$ cat src/design/assert_macros.svh
// ---------------------------------------------------------------------------
// Assertion macros
// Shared concurrent check forms, clocked on clk and held off while rst_n is low.
// ---------------------------------------------------------------------------
`ifndef ASSERT_MACROS_SVH
`define ASSERT_MACROS_SVH

// Consequent checked in the same cycle as the antecedent.
`define LAE_CHECK_NOW(label, ante, cons, msg) \
  label: assert property (@(posedge clk) disable iff (!rst_n) (ante) |-> (cons)) \
    else $error(msg);

// Consequent checked in the cycle after the antecedent.
`define LAE_CHECK_NEXT(label, ante, cons, msg) \
  label: assert property (@(posedge clk) disable iff (!rst_n) (ante) |=> (cons)) \
    else $error(msg);

`endif

$ cat src/design/lae_pkg.sv
// ---------------------------------------------------------------------------
// lae_pkg
// Widths, codes, reset values and state encoding of the life automaton engine.
// ---------------------------------------------------------------------------
package lae_pkg;

  localparam int MAX_ROWS_DEF = 64;
  localparam int MAX_COLS_DEF = 64;

  localparam int ACTION_W    = 2;
  localparam int COORD_W     = 6;
  localparam int DIM_W       = 7;
  localparam int GEN_W       = 16;
  localparam int CFG_INDEX_W = 2;
  localparam int CFG_DATA_W  = 16;

  localparam logic [DIM_W-1:0] ROWS_RST = 7'd64;
  localparam logic [DIM_W-1:0] COLS_RST = 7'd64;
  localparam logic [GEN_W-1:0] GENS_RST = 16'd1000;

  // B3/S23
  localparam logic [3:0] BIRTH_COUNT   = 4'd3;
  localparam logic [3:0] SURVIVE_COUNT = 4'd2;

  typedef enum logic [ACTION_W-1:0] {
    ACT_WRITE = 2'd0,
    ACT_READ  = 2'd1,
    ACT_RUN   = 2'd2
  } action_t;

  typedef enum logic [CFG_INDEX_W-1:0] {
    CFG_ROWS = 2'd0,
    CFG_COLS = 2'd1,
    CFG_GENS = 2'd2
  } cfg_reg_t;

  typedef enum logic [2:0] {
    S_CLEAR,
    S_IDLE,
    S_RD,
    S_ACC,
    S_GEN,
    S_FIN
  } state_t;

endpackage

$ cat src/design/lae_row_unit.sv
// ---------------------------------------------------------------------------
// lae_row_unit
// Next state of one grid row from the rows above and below, B3/S23 rule.
// ---------------------------------------------------------------------------
module lae_row_unit #(
  parameter int COLS = lae_pkg::MAX_COLS_DEF
) (
  input  logic [COLS-1:0] above,
  input  logic [COLS-1:0] mid,
  input  logic [COLS-1:0] below,
  input  logic [COLS-1:0] colmask,
  output logic [COLS-1:0] nxt
);

  logic [COLS+1:0] a_pad;
  logic [COLS+1:0] m_pad;
  logic [COLS+1:0] b_pad;

  assign a_pad = {1'b0, above, 1'b0};
  assign m_pad = {1'b0, mid, 1'b0};
  assign b_pad = {1'b0, below, 1'b0};

  for (genvar c = 0; c < COLS; c++) begin : g_lane
    logic [3:0] cnt;
    logic       alive;

    assign cnt = 4'(a_pad[c]) + 4'(a_pad[c+1]) + 4'(a_pad[c+2])
               + 4'(m_pad[c]) + 4'(m_pad[c+2])
               + 4'(b_pad[c]) + 4'(b_pad[c+1]) + 4'(b_pad[c+2]);

    assign alive = (cnt == lae_pkg::BIRTH_COUNT)
                || (mid[c] && (cnt == lae_pkg::SURVIVE_COUNT));

    assign nxt[c] = alive && colmask[c];
  end

endmodule
$ cat config.mk
export PLATFORM = sky130hd
export DESIGN_NAME = lae_row_unit
export DESIGN_NICKNAME = d
export VERILOG_FILES = /design/src/design/assert_macros.svh /design/src/design/lae_pkg.sv /design/src/design/lae_row_unit.sv
export SDC_FILE = /design/constraint.sdc
export NUM_CORES = 1
export LEC_CHECK = 0
export BUFFER_PORTS_ARGS = -buffer_cell sky130_fd_sc_hd__buf_2
export CELL_PAD_IN_SITES_DETAIL_PLACEMENT = 2
export CELL_PAD_IN_SITES_GLOBAL_PLACEMENT = 2
export CORE_AREA = 2 2 148 222
export DETAILED_ROUTE_END_ITERATION = 10
export DIE_AREA = 0 0 150 224
export GPL_TIMING_DRIVEN = 0
export PLACE_DENSITY = 0.95
export SYNTH_ARGS = -nofsm -noshare
export SYNTH_HDL_FRONTEND = slang
export SYNTH_SLANG_ARGS = --single-unit
$ cat constraint.sdc
create_clock -name vclk -period 12.6
set_clock_uncertainty 0.2 [all_clocks]
set_input_delay 2.52 -clock vclk [all_inputs]
set_output_delay 2.52 -clock vclk [all_outputs]
set_load 0.1 [all_outputs]
==> impl_metrics.env <==
export IMPL_status="complete, no violations"
export IMPL_drtIter0Drc=143
export IMPL_cp_slowest_cell="fa_1"
export IMPL_hold_path_class="primary input to primary output"
export IMPL_track_usage_pct=24.0
export IMPL_drt_pass1_iterations=4
export IMPL_setup_viol=0
export IMPL_clockPowerShare_pct=0
export IMPL_path_buf_inv=4
export IMPL_cts_resized_gates=0
export IMPL_crit_path_start_kind="primary input"
export IMPL_fillCellCount=3544
export IMPL_vias_per_cell=4.97
export IMPL_nets=2216
export IMPL_ys_types=19
export IMPL_antenna_found_initial=11
export IMPL_hold_viol=0
export IMPL_post_route_period_util_pct=69.0
export IMPL_crit_family="adder cells"
export IMPL_end_kind="primary output"
export IMPL_pwr_share_seq_pct=0
export IMPL_drive_above_1_share_pct=23.2
export IMPL_yosys_area_share_simple_pct=6.97
export IMPL_syn_area_sq_um=10900
export IMPL_tightest_slew_ns=0.550
export IMPL_synth_xor_area_share_pct=0
export IMPL_cp_max_fo=2
export IMPL_path_cells="buf_2 -> inv_1 -> fa_1 -> fa_1 -> fa_1 -> inv_1 -> ha_1 -> fa_1 -> or2_0 -> a21oi_1 -> buf_2"
export IMPL_vdd_drop_max_mv=0.0542
export IMPL_max_slew_margin_pct=63.6
export IMPL_hold_start="colmask[0]"
export IMPL_cpPeakStageDelay_ns=0.56
export IMPL_fp_dieW_microns=150
export IMPL_switching_power_uw=912
export IMPL_clock_buffers=0
export IMPL_synth_area_mux_share_pct=0
export IMPL_synth_compound_area_share_pct=9.87
export IMPL_crit_arrival_ns=5.97
export IMPL_postCtsHoldBufs=0
export IMPL_regArea_sq_um=0
export IMPL_synth_seq_area_share_pct=0
export IMPL_drc=0
export IMPL_comb_power_share_pct=100.0
export IMPL_sw_frac_of_total_pct=66.1
export IMPL_fmax_mhz=115
export IMPL_final_cell_mix="inv_1 (443), buf_2 (320), fa_1 (252)"
export IMPL_placed_cell_area_sq_um=13000
export IMPL_cts_setup_buffers=0
export IMPL_power_density_nw_per_um2=106
export IMPL_via_count=9624
export IMPL_power_leakage_nw=7.51
export IMPL_final_cells=1936
export IMPL_gr_total_overflow=0
export IMPL_p_int_uw=469
export IMPL_report_final_slew_viol_count=0
export IMPL_num_io_pins=320
export IMPL_grt_pass1_vias=12500
export IMPL_multiInputGateArea_sq_um=9230
export IMPL_design_seq_count=0
export IMPL_hpwl_microns=38800
export IMPL_avgSynthCellArea_sq_um=9.09
export IMPL_setup_tns_final_ns=0
export IMPL_synth_warnings=0
export IMPL_critical_path_class="primary input to primary output"
export IMPL_setup_ws_ns=3.91
export IMPL_crit_top_cell="fa_1"
export IMPL_coreArea_sq_um=31600
export IMPL_wl_per_cell_microns=20.4
export IMPL_min_to="nxt[0]"
export IMPL_worstPathRequired_ns=9.88
export IMPL_io_buffers=320
export IMPL_synth_top_family_by_area="adder cells"
export IMPL_fp_row_count=80
export IMPL_hold_depth=4
export IMPL_routed_wirelength_microns=39600
export IMPL_netlist_instances=1198
export IMPL_antenna_left=0
export IMPL_syn_num_nets=1894
export IMPL_die_y_microns=224
export IMPL_place_gp_congestion=0.829
export IMPL_fin_crit_ns=8.69
export IMPL_stdcell_area_sq_um=13000
export IMPL_rsz0062_at_grt="no"
export IMPL_synth_adder_area_share_pct=67.9
export IMPL_start_util_pct=34.4
export IMPL_maxCapViolCount=0
export IMPL_grt_max_degree=4
export IMPL_layout_commonest_cell="inv_1"
export IMPL_grt_pass1_wl_microns=62900
export IMPL_dieArea_sq_um=33600
export IMPL_placed_cells=1928
export IMPL_pre_cts_slack_ns=3.95
export IMPL_syn2layout_area_growth_pct=19.6
## power groups by stage
stage / sequential [mW] / combinational, mW / clock [mW]
3_5_place_dp: 0 / 1.39 / 0
2_1_floorplan: 0 / 0.981 / 0
4_1_cts: 0 / 1.41 / 0
5_1_grt: 0 / 1.54 / 0.0000000744
6_report: 0 / 1.38 / 0.0000000851
3_3_place_gp: 0 / 1.21 / 0
## synthesized netlist by cell type, drive strengths merged
master / instances / area [sq um]
ha: 188 / 2350
fa: 252 / 5040
nand3: 55 / 275
a31oi: 1 / 6.26
nor3: 1 / 5.00
nand2: 8 / 30.0
a2111oi: 1 / 15.0
nor2: 2 / 7.51
o2111ai: 6 / 52.6
or2: 55 / 344
a211oi: 1 / 7.51
o211ai: 55 / 413
a21oi: 116 / 581
nand2b: 7 / 43.8
nand3b: 6 / 45.0
nor2b: 1 / 8.76
inv: 443 / 1660
## per-stage QoR
stage          total power, mW  utilization (%)  hold slack, ns
3_3_place_gp              1.21             41.1            5.30
5_1_grt                   1.54             41.2            5.34
6_report                  1.38             41.2            5.31
2_1_floorplan            0.981                -            5.10
4_1_cts                   1.41             41.1            5.31
3_5_place_dp              1.39             41.1            5.31
## cell type report
class / instances / share of cell area, %
Timing Repair Buffer: 320 / 12.3
Antenna cell: 8 / 0.154
Inverter: 443 / 12.8
Tap cell: 410 / 3.94
Multi-Input combinational cell: 755 / 70.9
## worst max path at each step
stage | slack (ns) | endpoint | from | depth (start not counted)
2_1_floorplan | 3.50 | nxt[20] | above[19] | 9
3_3_place_gp | 4.11 | nxt[23] | above[22] | 11
3_5_place_dp | 3.95 | nxt[21] | above[20] | 11
4_1_cts | 3.95 | nxt[21] | above[20] | 11
5_1_grt | 3.83 | nxt[47] | above[46] | 11
6_report | 3.91 | nxt[21] | above[20] | 11
## cell families (layout without fill, tap and decap cells)
group | count (synthesis) | after routing
AOI/OAI and AO/OA | 180 | 180
adders and majority gates | 440 | 440
buffers and inverters | 443 | 763
other | 0 | 8
and+or+nand+nor | 135 | 135
## per-layer routing
metal	wire length [microns]	global-route usage, %	share of wire (%)
met1	11500	20.1	29
met2	23500	50.7	59
met3	2130	4.34	5.4
met4	2440	12.2	6.2
met5	33	0	0.083
No activity file was read; power rests on OpenSTA's default activity.
